[src/rtl/core/lsfe_pkg.sv]
// Shared types and constants of the Lagrange shape-function evaluator.
`timescale 1ns / 1ps
package lsfe_pkg;
	localparam int MAX_NODES = 4;
	localparam int MAX_DIM   = 3;

	localparam logic [2:0] REG_NODE_COUNT = 3'd0;
	localparam logic [2:0] REG_DIMENSION  = 3'd1;
	localparam logic [2:0] REG_NODE_POS_0 = 3'd2;
	localparam logic [2:0] REG_NODE_POS_3 = 3'd5;

	// Datapath operations, issued by the controller.
	typedef enum logic [2:0] {
		OP_NONE   = 3'd0,
		OP_LOAD   = 3'd1, // num <= 1, den <= 1, sum <= 0 when clr
		OP_NUMMUL = 3'd2, // num <= num * (x - node k)
		OP_DENMUL = 3'd3, // den <= den * (node j - node k)
		OP_SUMADD = 3'd4, // sum <= sum + num
		OP_DIVGO  = 3'd5, // start divider
		OP_PMUL   = 3'd6, // acc <= acc * v
		OP_SETACC = 3'd7  // acc <= v
	} op_t;

	typedef struct packed {
		op_t        op;
		logic [1:0] axis;
		logic [1:0] j;
		logic [1:0] k;
		logic       deriv;
		logic       clr;
	} cmd_t;

	typedef struct packed {
		logic div_busy;
		logic coincide;
	} stat_t;
endpackage

[src/rtl/core/lsfe_ctrl.sv]
// Controller: sequences basis evaluation and tensor products.
`timescale 1ns / 1ps
module lsfe_ctrl (
	input  logic            clk,
	input  logic            arst_n,
	input  logic            start,
	input  logic [1:0]      deriv_axis,
	input  logic [2:0]      n_eff,
	input  logic [1:0]      d_eff,
	input  lsfe_pkg::stat_t stat,
	input  logic            out_free,
	output logic            busy,
	output lsfe_pkg::cmd_t  cmd,
	output logic            wr_basis,
	output logic            emit,
	output logic [5:0]      idx,
	output logic            is_last,
	output logic            coin
);
	typedef enum logic [7:0] {
		S_IDLE = 8'b00000001, S_INIT = 8'b00000010, S_NUM = 8'b00000100,
		S_SUM  = 8'b00001000, S_DEN  = 8'b00010000, S_DIV = 8'b00100000,
		S_PROD = 8'b01000000, S_EMIT = 8'b10000000
	} state_t;
	state_t st_q;
	logic [1:0] ax_q, j_q, k_q, i_q, dax_q, pa_q;
	logic [1:0] dig_q [3];
	logic [5:0] idx_q;
	logic       coin_q, dwait_q;

	logic deriv;
	assign deriv = ax_q == dax_q;
	logic [1:0] nm1;
	assign nm1 = 2'(n_eff - 3'd1);
	logic [5:0] n6;
	assign n6 = {3'd0, n_eff};
	logic [5:0] total_m1;
	assign total_m1 = (d_eff == 2'd3) ? n6 * n6 * n6 - 6'd1 : n6 * n6 - 6'd1;

	// a numerator factor is skipped at k == j, and in the derivative also at k == i
	logic kskip;
	assign kskip = (k_q == j_q) || (deriv && k_q == i_q);

	always_comb begin
		cmd = '0;
		cmd.axis = ax_q; cmd.j = j_q; cmd.k = k_q; cmd.deriv = deriv;
		case (st_q)
			S_INIT: begin cmd.op = lsfe_pkg::OP_LOAD; cmd.clr = (i_q == 2'd0); end
			S_NUM: if (!kskip) cmd.op = lsfe_pkg::OP_NUMMUL;
			S_SUM: cmd.op = lsfe_pkg::OP_SUMADD;
			S_DEN: if (k_q != j_q) cmd.op = lsfe_pkg::OP_DENMUL;
			S_DIV: if (!dwait_q) cmd.op = lsfe_pkg::OP_DIVGO;
			S_PROD: begin
				cmd.axis = pa_q; cmd.j = dig_q[pa_q];
				cmd.op = pa_q == 2'd0 ? lsfe_pkg::OP_SETACC : lsfe_pkg::OP_PMUL;
			end
			default: ;
		endcase
	end

	assign wr_basis = st_q == S_DIV && dwait_q && !stat.div_busy;
	assign busy = st_q != S_IDLE;
	assign emit = st_q == S_EMIT && out_free;
	assign idx = idx_q;
	assign is_last = idx_q == total_m1;
	assign coin = coin_q;

	always_ff @(posedge clk or negedge arst_n) begin
		if (!arst_n) begin
			st_q <= S_IDLE;
			ax_q <= '0; j_q <= '0; k_q <= '0; i_q <= '0; dax_q <= '0; pa_q <= '0;
			dig_q[0] <= '0; dig_q[1] <= '0; dig_q[2] <= '0;
			idx_q <= '0; coin_q <= 1'b0; dwait_q <= 1'b0;
		end else begin
			case (st_q)
				S_IDLE: if (start) begin
					dax_q <= deriv_axis; coin_q <= stat.coincide;
					ax_q <= '0; j_q <= '0; i_q <= '0; k_q <= '0; idx_q <= '0;
					pa_q <= '0;
					dig_q[0] <= '0; dig_q[1] <= '0; dig_q[2] <= '0;
					st_q <= stat.coincide ? S_EMIT : S_INIT;
				end
				S_INIT: begin
					k_q <= '0;
					// derivative: i runs over nodes other than j
					if (deriv && i_q == j_q) begin
						if (i_q == nm1) st_q <= S_DEN;
						else i_q <= i_q + 2'd1;
					end else st_q <= S_NUM;
				end
				S_NUM: begin
					if (k_q == nm1) begin
						k_q <= '0; st_q <= S_SUM;
					end else k_q <= k_q + 2'd1;
				end
				S_SUM: begin
					if (deriv && i_q != nm1 && !(i_q + 2'd1 == j_q && i_q + 2'd1 == nm1)) begin
						i_q <= (i_q + 2'd1 == j_q) ? i_q + 2'd2 : i_q + 2'd1;
						st_q <= S_INIT;
					end else st_q <= S_DEN;
				end
				S_DEN: begin
					if (k_q == nm1) begin
						k_q <= '0; st_q <= S_DIV; dwait_q <= 1'b0;
					end else k_q <= k_q + 2'd1;
				end
				S_DIV: begin
					if (!dwait_q) dwait_q <= 1'b1;
					else if (!stat.div_busy) begin
						dwait_q <= 1'b0; i_q <= '0;
						if (j_q == nm1) begin
							j_q <= '0;
							if (2'(ax_q + 2'd1) == d_eff) st_q <= S_PROD;
							else begin ax_q <= ax_q + 2'd1; st_q <= S_INIT; end
						end else begin j_q <= j_q + 2'd1; st_q <= S_INIT; end
					end
				end
				S_PROD: begin
					if (2'(pa_q + 2'd1) == d_eff) begin pa_q <= '0; st_q <= S_EMIT; end
					else pa_q <= pa_q + 2'd1;
				end
				S_EMIT: if (out_free) begin
					if (is_last) st_q <= S_IDLE;
					else begin
						idx_q <= idx_q + 6'd1;
						// odometer, last axis fastest
						if (dig_q[d_eff - 2'd1] != nm1) dig_q[d_eff - 2'd1] <= dig_q[d_eff - 2'd1] + 2'd1;
						else begin
							dig_q[d_eff - 2'd1] <= '0;
							if (dig_q[d_eff - 2'd2] != nm1) dig_q[d_eff - 2'd2] <= dig_q[d_eff - 2'd2] + 2'd1;
							else begin
								dig_q[d_eff - 2'd2] <= '0;
								dig_q[0] <= dig_q[0] + 2'd1;
							end
						end
						st_q <= coin_q ? S_EMIT : S_PROD;
					end
				end
				default: st_q <= S_IDLE;
			endcase
		end
	end
endmodule

[config.mk]
export PLATFORM = sky130hd
export DESIGN_NAME = lsfe_ctrl
export DESIGN_NICKNAME = d
export VERILOG_FILES = /design/src/rtl/core/lsfe_pkg.sv /design/src/rtl/core/lsfe_ctrl.sv
export SDC_FILE = /design/constraint.sdc
export NUM_CORES = 1
export LEC_CHECK = 0
export BUFFER_PORTS_ARGS = -buffer_cell sky130_fd_sc_hd__buf_2
export CAP_MARGIN = 20
export CORE_MARGIN = 5
export CORE_UTILIZATION = 30
export CTS_CLUSTER_DIAMETER = 40
export DETAILED_ROUTE_END_ITERATION = 6
export MAX_ROUTING_LAYER = met4
export PLACE_DENSITY = 0.47
export SLEW_MARGIN = 0
export SYNTH_ARGS = -nofsm -noshare
export SYNTH_HDL_FRONTEND = slang
export SYNTH_SLANG_ARGS = --single-unit
[constraint.sdc]
create_clock -name clk -period 3.71 [get_ports clk]
set_input_delay 0.1855 -clock clk [delete_from_list [all_inputs] [get_ports clk]]
set_output_delay 0.1855 -clock clk [all_outputs]
set_load 0.01 [all_outputs]
**Yosys cells after proc, flatten, opt, wreduce, memory -nomap -nowiden**

Index checks and enable logic that the tools add are counted.

- Bits in registers: 34
- Bits of input ports: 13
- Output and inout bits: 22
- Word-level logic and storage cells: 186

- Add/sub/neg operators: 15
- Multipliers: 2
- $lt $le $gt $ge: 5
- Eq/ne operators: 40
- Multiplexer cells: 73
- Bitwise logic cells: 7
- Reduce and logical (&&, ||, !) cells: 31

Operators by type and width:

| cell | number |
|---|---|
| $mux 8 | 13 |
| $pmux 8 s8 | 1 |
| $mux 2 | 26 |
| $mux 6 | 8 |
| $ne 2x2->1 const B | 12 |
| $pmux 6 s2 | 2 |
| $eq 2x2->1 | 11 |
| $pmux 3 s6 | 1 |
| $add 2x1->2 const B | 8 |
| $bmux 2 s2 | 3 |
| $bwmux 6 | 2 |
| $pmux 2 s2 | 3 |
| $sub 6x1->6 const B | 2 |
| $logic_and 1x1->1 | 10 |
| $ge 3x3->1 const B | 3 |
| $not 2->3 | 3 |
| $demux 2 s2 | 2 |
| $eq 8x1->1 const B | 1 |
| $eq 8x2->1 const B | 1 |
| $eq 8x3->1 const B | 1 |
| $eq 8x4->1 const B | 1 |
| $eq 8x5->1 const B | 1 |
| $eq 8x6->1 const B | 1 |
| $eq 8x7->1 const B | 1 |
| other kinds (38) | 56 |

**Depth between registers and ports, before layout**

Gate-level depths: netlist of the first run.

- Depth in word-level cells: 14
- Depth in mapped cells: 19
- Mapped depth without buffers: 15

**Least setup slack after synthesis of the first run**

OpenSTA, ideal clock, no wires.

- Path kind: input-to-reg
- Start: in n_eff[0]
- End: reg st_q[7]
- Setup time: 0.131 ns
- Data arrival time: 3.636 ns
- Data required time: 3.579 ns
- Path slack: -0.058 ns
- Stages on the path: 18
- Buffers on the path: 3
- Path through: buf_2 -> clkbuf_1 -> and2_1 -> ha_1 -> clkbuf_1 -> xnor2_1 -> nor2_1 -> a21oi_1 -> ha_1 -> a21o_1 -> a21oi_1 -> xor2_1 -> xnor3_1 -> a21oi_2 -> xor2_2 -> and2b_2 -> nor4b_2 -> or3_1

- Cells in the longest elaborated chain, start to end: 8
- Elaborated cells between the ends (all ways): 16
- Classes of those cells: add/sub (3); mul (2); eq/ne (6); mux (4); reduce/logical (1)

RTL lines:

| item | line | text |
|---|---|---|
| start: declaration | lsfe_ctrl.sv:8 | `input logic [2:0] n_eff,` |
| $mul 3x3->6 | lsfe_ctrl.sv:38 | `assign total_m1 = (d_eff == 2'd3) ? n6 * n6 * n6 - 6'd1 : n6 * n6 - 6'd1;` |
| $mul 6x3->6 | lsfe_ctrl.sv:38 |  |
| $sub 6x1->6 | lsfe_ctrl.sv:38 |  |
| $mux 6 (*) | lsfe_ctrl.sv:38 |  |
| $eq 6x6->1 (*) | lsfe_ctrl.sv:65 | `assign is_last = idx_q == total_m1;` |
| named net is_last | lsfe_ctrl.sv:17 | `output logic is_last,` |
| $mux 8 (*) | lsfe_ctrl.sv:123 | `if (is_last) st_q <= S_IDLE;` |
| $mux 8 (*) | lsfe_ctrl.sv:122 | `S_EMIT: if (out_free) begin` |
| $pmux 8 s8 (*) | lsfe_ctrl.sv:75 | `case (st_q)` |
| end signal: assignment | lsfe_ctrl.sv:81 | `st_q <= stat.coincide ? S_EMIT : S_INIT;` |
| end signal: assignment | lsfe_ctrl.sv:136 | `st_q <= coin_q ? S_EMIT : S_PROD;` |
| end: declaration | lsfe_ctrl.sv:25 | `state_t st_q;` |

Mark *: on every way through the listed nets, which the timed path passes. The rest lies on a longest branch. The select of a mux whose other input is x is not followed.
A chain may end at the register's enable or synchronous reset.

**Worst setup path in the final report of the first run**

- Start: in n_eff[0]
- End: out is_last

- Cells in the longest elaborated chain, start to end: 5
- Elaborated cells between the ends (all ways): 6
- Classes of those cells: add/sub (2); mul (2); eq/ne (1); mux (1)

RTL lines:

| item | line |
|---|---|
| $mul 3x3->6 | lsfe_ctrl.sv:38 |
| $mul 6x3->6 | lsfe_ctrl.sv:38 |
| $sub 6x1->6 | lsfe_ctrl.sv:38 |
| $mux 6 (*) | lsfe_ctrl.sv:38 |
| $eq 6x6->1 (*) | lsfe_ctrl.sv:65 |
| end: declaration | lsfe_ctrl.sv:17 |

Every way passes the cells marked *; elsewhere a longest branch is shown, timed or not.

==> reports/metrics.csv, run 1 <==
metric,value,unit
outcome,"finished, final reports clean",
route.detailed.drc,0,
drt-total-wl,9470,µm
slew_headroom,45.6,%
layout_min_cycle_time,3.39,ns
grt_max_degree,35,
seq_area_frac_synth,24.7,%
initial_core_util,30.4,%
antenna_found_initial,0,
critPathCaptureType,output port,
antenna_cells,0,
drive_gt1_share,16.3,%
worst_slew_pin_slew,0.815,ns
io_buffers,34,
wire_per_inst,15.7,µm
synthTopCellsByArea,"dfrtp_1 24%, ha_1 7.3%, o21ai_0 6.4%",
crit_arrival,3.20,ns
grt_use_total,14.9,%
yosysTopAreaCell,dfrtp_1,
synth-compound-area-share,24.3,%
power_leakage,0.00173,µW
avgSynthCellArea,7.96,µm²
ys.flop_type,dfrtp_1,
ios,35,
clkLatencyLatePin,0.28,ns
grt_pass1_vias,3067,
rsz0062_at_grt,no,
critPathKind,input pin to output port,
fp.dieW,117,µm
cp_cell_sequence,"buf_2, ha_1, ha_1, xnor2_1, nor2_1, a21oi_1, ha_1, a21o_1, a21oi_1, xor2_1, xnor3_1, a21oi_2, xor2_2, and2b_2, buf_2",
dieArea,13700,µm²
ctsResizeCount,0,
cp-startpoint,n_eff[0],
synth_nets,467,
ys_warn_count,0,
max_stage_delay,0.35,ns
place_hpwl,7310,µm
critPathMaxFanout,11,
synth_top_family_by_area,compound AO/OA/AOI/OAI gates,
synthToLayoutAreaGrowth,14.2,%
cts_made_buffers,5,
clk_path_buf_depth,2,
synth_edf_count,0,
cts_hold_buffers,0,
fin_crit_sh,91.4,%
worstPathRequired,3.52,ns
syn_inst,433,
h-tree-depth,2,
power-per-cell-area,613,nW/µm²
synth_commonest_cells,"44 x o21ai_0, 40 x nor2_1, 33 x dfrtp_1",
hp-class,input pin to asynchronous set/reset pin,
maxCapViolCount,0,
synth-adder-area-share,7.84,%
drt_first_pass_iters,4,
final_hold_viol_count,0,
finClkSkew,0.00403,ns
reg2reg_from,i_q[1],
synth_xor_area_share,10.9,%
ant_nets,0,
cts.sinks,34,
yosysTopAreaCellShare,24.0,%
drtIter0Drc,239,
fp.dieH,117,µm
final-max-slew-violation-count,0,
yosysMostFrequentCell,o21ai_0,
postCtsSetupBuffers,0,
finalSetupTns,0,ns
core,11300,µm²
gr-total-overflow,0,
synthMuxAreaShare,3.59,%
viasPerCell,5.39,
cts_tree,yes,
mappedNetlistArea,3450,µm²
grt_pass1_wl,16000,µm
async_reset_ff_share,100,%
rows,39,
root_buffer,clkbuf_16,
total_power,2410,µW
place_congestion,0.852,
worst_ir_drop_vdd,222,µV
vias,3253,
cpMostUsedCell,ha_1,
ys_ff_latch,34,
yosys.area_share.simple,22.3,%
cp-start-kind,input pin,
nets,494,
setup_viol,0,
max_freq,0.295,GHz
clkTransAtPathRegs,0.05,ns
crit_slowest_cell,ha_1,
synth.distinct_cells,71,
registers in the layout, indices dropped and copies added, names as in the netlist:
signal / cells
pa_q: 2
dig_q: 6
dax_q: 2
i_q: 2
coin: 1
j_q: 2
ax_q: 2
dwait_q: 1
st_q: 8
idx: 6
k_q: 2
worst max-delay path, delay by kind of cell:
kind,cells,cell delay (ns)
buffers and inverters,2,0.33
adder cells (fa/ha/maj),3,0.87
XOR/XNOR,4,0.89
AO/OA/AOI/OAI,4,0.58
AND/OR/NAND/NOR,2,0.34
metrics by stage:
step                hold slack [ns]  area [µm²]  setup WS (ns)  util (%)  cells
detailed placement            0.336        3770         0.0626      33.3    596
CTS                          0.0407        3930          0.327      34.7    604
floorplan                    -0.110        3450         0.0239         -    433
finish                      0.00706        3930          0.320      34.7    604
global route                 0.0834        3930          0.100      34.7    604
global placement              0.333        3770          0.223      33.3    596
where the power goes:
| group | total, µW | leakage [µW] | internal [µW] | switching [µW] |
|---|---|---|---|---|
| clock network | 460 | 0.0000832 | 304 | 156 |
| registers | 633 | 0.000453 | 469 | 164 |
| logic | 1320 | 0.00119 | 552 | 767 |
final timing paths:
kind | end | cells after the start | slack (ns)
setup / recovery | is_last | 15 | 0.32
hold / removal | k_q[1] | 1 | 0.007
setup reg to reg | i_q[1] | 10 | 0.84
hold reg to reg | dax_q[1] | 1 | 0.53
max in group asynchronous | dig_q[1] | 1 | 3.19
min in group clk | dax_q[1] | 2 | 0.15
logic make-up after synthesis:
family,after synthesis
and+or+nand+nor,145
AOI/OAI and AO/OA,132
buffers and inverters,50
DFF,34
adders and majority gates,21
xor gates and xnor gates,39
muxes,12
routing by layer:
layer  GRT usage [%]  up-vias  wire (µm)
met5               -        -          0
met4            2.60        0         57
met3            1.65        4        353
met2            21.7       69       4190
met1            22.5     1583       4860
li1                -     1597          -
cell type report:
cell class,count,area (µm²)
repair buffers,48,275
inverters,22,82.6
flip-flops and latches,34,852
multi-input cells,349,2380
fillers,1231,7390
well taps,143,179
clock buffers,8,166
cell usage in the layout (no fill, tap or decap), types with 4 or more instances in the layout:
master,count
a21oi_1,31
dfrtp_1,33
a31oi_1,5
xnor2_1,21
nand2b_1,7
nand3_1,14
buf_4,14
clkbuf_16,5
buf_2,34
xor2_1,15
mux2i_1,9
ha_1,20
inv_1,20
nor2_1,40
o21a_1,4
nor3_1,5
or3_1,5
o21ai_0,44
nor3b_1,5
and2_1,10
and3_1,7
nand3b_1,4
o211ai_1,5
nand2_1,29
(Power assumes the default switching activity.)
==> inputs of run 2 (changes only) <==
- CORE_UTILIZATION: 30 -> 55
- PLACE_DENSITY: 0.47 -> 0.76
- REMOVE_ABC_BUFFERS: default -> 1
==> reports/metrics.csv, run 2 (synthesized netlist as in run 1, its figures left out) <==
metric,value,unit
ant_nets,0,
synthToLayoutAreaGrowth,9.84,%
crit_path_end,is_last,
met1_usage,33.9,%
core,5990,µm²
cpMostUsedCell,ha_1,
grt_max_degree,35,
gr-total-overflow,0,
crit_arrival,3.25,ns
grt_pass1_vias,3037,
fp.dieW,89.2,µm
wire_per_inst,16.8,µm
ctsResizeCount,0,
crit_slowest_cell,xnor3_1,
cp-start-kind,input pin,
io_buffers,34,
setup_viol,0,
finClkSkew,0.0109,ns
worstPathRequired,3.52,ns
cp_cell_sequence,"buf_2, ha_1, ha_1, xnor2_1, nor2_1, a21oi_1, ha_1, a21o_1, a21oi_1, xor2_1, xnor3_1, a21oi_2, xor2_2, and2b_2, buf_2",
postCtsSetupBuffers,0,
clkTransAtPathRegs,0.08,ns
holdWs,0.123,ns
mostFrequentLayoutCell,o21ai_0,
grt_pass1_wl,14600,µm
use_met2,35.7,%
dieArea,7950,µm²
critPathMaxFanout,12,
root_buffer,clkbuf_8,
worst_ir_drop_vdd,452,µV
cts_made_buffers,5,
power_leakage,0.00169,µW
antenna_found_initial,0,
p_int,1280,µW
crit_cells,15,
max_freq,0.291,GHz
fin_crit_sh,92.7,%
place_congestion,0.939,
clk_path_buf_depth,2,
outcome,"finished, final reports clean",
worstReg2RegEnd,st_q[7],
cts.sinks,34,
layout_common_cells,"44 x o21ai_0, 40 x nor2_1, 34 x buf_2",
place_hpwl,6560,µm
viasPerCell,6.28,
final_hold_viol_count,0,
hp-class,input pin to flip-flop,
final-max-slew-violation-count,0,
drive_gt1_share,15.1,%
cp-startpoint,n_eff[1],
p_sw_share,45.7,%
drtIter0Drc,193,
cts_hold_buffers,1,
p_seq_share,26.6,%
switchingPower,1080,µW
initial_core_util,57.5,%
fp.dieH,89.2,µm
use_met3,3.87,%
cp_top_family,XOR/XNOR gates,
largest_reg_flops,8,
max_stage_delay,0.34,ns
layout_min_cycle_time,3.44,ns
h-tree-depth,2,
regToRegSetupSlack,0.81,ns
antenna_cells,0,
ios,35,
grt_use_total,23.9,%
maxCapViolCount,0,
critPathKind,input pin to output port,
drt-total-wl,8920,µm
path_buf_inv,2,
rsz0062_at_grt,no,
worst_slew_pin_slew,0.770,ns
busiest_layer,met2,
cts_tree,yes,
final_util,63.2,%
clkLatencyLatePin,0.30,ns
vias,3336,
power-per-cell-area,624,nW/µm²
critPathCaptureType,output port,
finalSetupTns,0,ns
route.detailed.drc,0,
slew_headroom,48.7,%
nets,489,
rows,28,
pwr-share-comb,55.4,%
reg2reg_from,st_q[4],
rr_worst_depth,9,
regMostFlops,st_q,
drt_first_pass_iters,5,
clkPwrFrac,18.0,%
==> run 2: metal layers <==
| layer | up-vias | share of wire [%] |
|---|---|---|
| met4 | 0 | 1.2 |
| met2 | 137 | 46 |
| li1 | 1591 | - |
| met5 | - | 0 |
| met1 | 1595 | 46 |
| met3 | 13 | 7.0 |
==> run 2: worst min-delay path by stage <==
stage / startpoint / end / slack [ns] / cells after the start
2_1_floorplan: arst_n / ax_q[0] / -0.11 / 0
3_3_place_gp: arst_n / st_q[2] / 0.30 / 1
3_5_place_dp: arst_n / st_q[2] / 0.31 / 1
4_1_cts: deriv_axis[0] / dax_q[0] / 0.12 / 2
5_1_grt: deriv_axis[0] / dax_q[0] / 0.13 / 2
6_report: deriv_axis[0] / dax_q[0] / 0.12 / 2
==> run 2: final cells by class <==
cell class / instances / area [µm²]
fillers: 536 / 2210
well taps: 75 / 93.8
clock inverters: 3 / 68.8
multi-input cells: 349 / 2380
repair buffers: 43 / 240
flip-flops and latches: 34 / 852
clock buffers: 5 / 68.8
inverters: 22 / 82.6
==> run 2: per-stage QoR <==
stage / std cells / total power [µW] / worst slack [ns] / cell area [µm²]
2_1_floorplan: 405 / 1540 / 0.0701 / 3310
3_3_place_gp: 522 / 1870 / 0.186 / 3640
3_5_place_dp: 522 / 1910 / 0.0701 / 3640
4_1_cts: 531 / 2350 / 0.261 / 3780
5_1_grt: 531 / 2540 / 0.100 / 3780
6_report: 531 / 2360 / 0.272 / 3780
==> run 2: power groups by stage <==
stage	Combinational (µW)	Clock [µW]	Sequential [µW]
3_5_place_dp	1290	0	628
3_3_place_gp	1250	0	622
2_1_floorplan	948	0	592
5_1_grt	1450	441	645
6_report	1310	424	629
4_1_cts	1300	427	624
==> inputs of run 3 (changes only) <==
- CTS_BUF_LIST: default -> sky130_fd_sc_hd__clkbuf_16
- clock period: 3.71 -> 3.94 ns (I/O delays scaled with it)
==> reports/metrics.csv, run 3 (synthesized netlist as in run 1, its figures left out) <==
metric,value,unit
outcome,finished with violations,
violations,negative hold slack,
regToRegSetupSlack,0.96,ns
root_buffer,clkbuf_16,
antenna_found_initial,0,
cts_hold_buffers,0,
nets,484,
postCtsSetupBuffers,0,
critPathMaxFanout,12,
route.detailed.drc,0,
dpl_cell_area,3610,µm²
dieArea,7950,µm²
rsz0062_at_grt,no,
hp-class,input pin to asynchronous set/reset pin,
ant_nets,0,
critPathKind,input pin to flip-flop,
power_leakage,0.00169,µW
clkLatencyLatePin,0.28,ns
finClkSkew,0.00676,ns
max_freq,0.287,GHz
drive_gt1_share,14.4,%
ios,35,
rows,28,
slew_headroom,48.9,%
holdWs,-0.0135,ns
place_hpwl,6610,µm
clkTransAtPathRegs,0.06,ns
viasPerCell,6.26,
finalSetupTns,0,ns
cts.sinks,34,
vias,3295,
drt_first_pass_iters,5,
critPathCaptureType,flip-flop,
timing.final.ws_setup,0.450,ns
cts_tree,yes,
maxCapViolCount,0,
drtIter0Drc,221,
layout_common_cells,"44 x o21ai_0, 40 x nor2_1, 34 x buf_2",
largest_reg_flops,8,
reg2reg_from,st_q[4],
initial_core_util,57.5,%
grt_use_total,23.5,%
rr_worst_depth,9,
cts_made_buffers,5,
setup_viol,0,
mostFrequentLayoutCell,o21ai_0,
h-tree-depth,2,
worstPathRequired,4.14,ns
fin_crit_sh,88.6,%
fp.dieW,89.2,µm
place_ws,0.177,ns
gr-total-overflow,0,
io_buffers,34,
place_congestion,0.928,
grt_pass1_wl,14300,µm
core,5990,µm²
worst_ir_drop_vdd,408,µV
clk_path_buf_depth,2,
power-per-cell-area,614,nW/µm²
wire_per_inst,16.9,µm
fp.dieH,89.2,µm
worst_slew_pin_slew,0.766,ns
drt-total-wl,8880,µm
ctsResizeCount,0,
layout_min_cycle_time,3.49,ns
postLayoutCellArea,3800,µm²
regMostFlops,st_q,
grt_pass1_vias,2937,
final_hold_viol_count,27,
final-max-slew-violation-count,0,
grt_max_degree,35,
synthToLayoutAreaGrowth,10.3,%
antenna_cells,0,
cp-start-kind,input pin,
crit_arrival,3.69,ns
worstReg2RegEnd,dig_q[4],
-- run 3: changes by cell type in the layout (fill, tap and decap cells not counted), sizes merged --
cell and delta:
buf -4, dlygate4sd3 -1
-- run 3: cell type report --
type | count | area [µm²]
clock buffers | 5 | 125
clock inverters | 3 | 68.8
fillers | 519 | 2190
inverters | 22 | 82.6
multi-input cells | 349 | 2380
flip-flops and latches | 34 | 852
well taps | 75 | 93.8
repair buffers | 38 | 200
-- run 3: layer usage --
layer	up-vias	part of all wire, %	track usage (%)
met5	-	0	-
met4	0	1.2	4.47
met3	12	7.8	4.42
met2	124	46	36.2
met1	1579	45	32.6
li1	1580	-	-
-- run 3: worst max-delay path by stage --
stage,to,startpoint,cells past startpoint
finish,dig_q[4],n_eff[1],16
global route,dig_q[4],n_eff[1],16
CTS,dig_q[4],n_eff[1],16
detailed placement,dig_q[4],n_eff[1],16
global placement,dig_q[5],n_eff[1],16
floorplan,idx[1],n_eff[0],15
-- run 3: worst max-delay path, stage by stage --
cell	delay, ns
buf_2	0.23
ha_1	0.28
nand2_1	0.10
fa_1	0.52
inv_1	0.05
ha_1	0.22
a21o_1	0.18
a21oi_1	0.18
xor2_1	0.21
xnor3_1	0.34
a21oi_2	0.18
xor2_2	0.10
a21oi_1	0.30
buf_4	0.25
o31a_1	0.17
a2bb2oi_1	0.17
-- run 3: power breakdown --
part           internal [µW]  switching [µW]  total, µW
clock network            363             157        521
logic                    497             723       1220
registers                442             149        591
-- run 3: metrics by stage --
| stage | std cells | utilization [%] | power, µW |
|---|---|---|---|
| after detailed placement | 518 | 60.2 | 1790 |
| after floorplan | 405 | - | 1450 |
| final | 526 | 63.5 | 2330 |
| after global routing | 526 | 63.5 | 2490 |
| after global placement | 518 | 60.2 | 1740 |
| after CTS | 526 | 63.5 | 2320 |
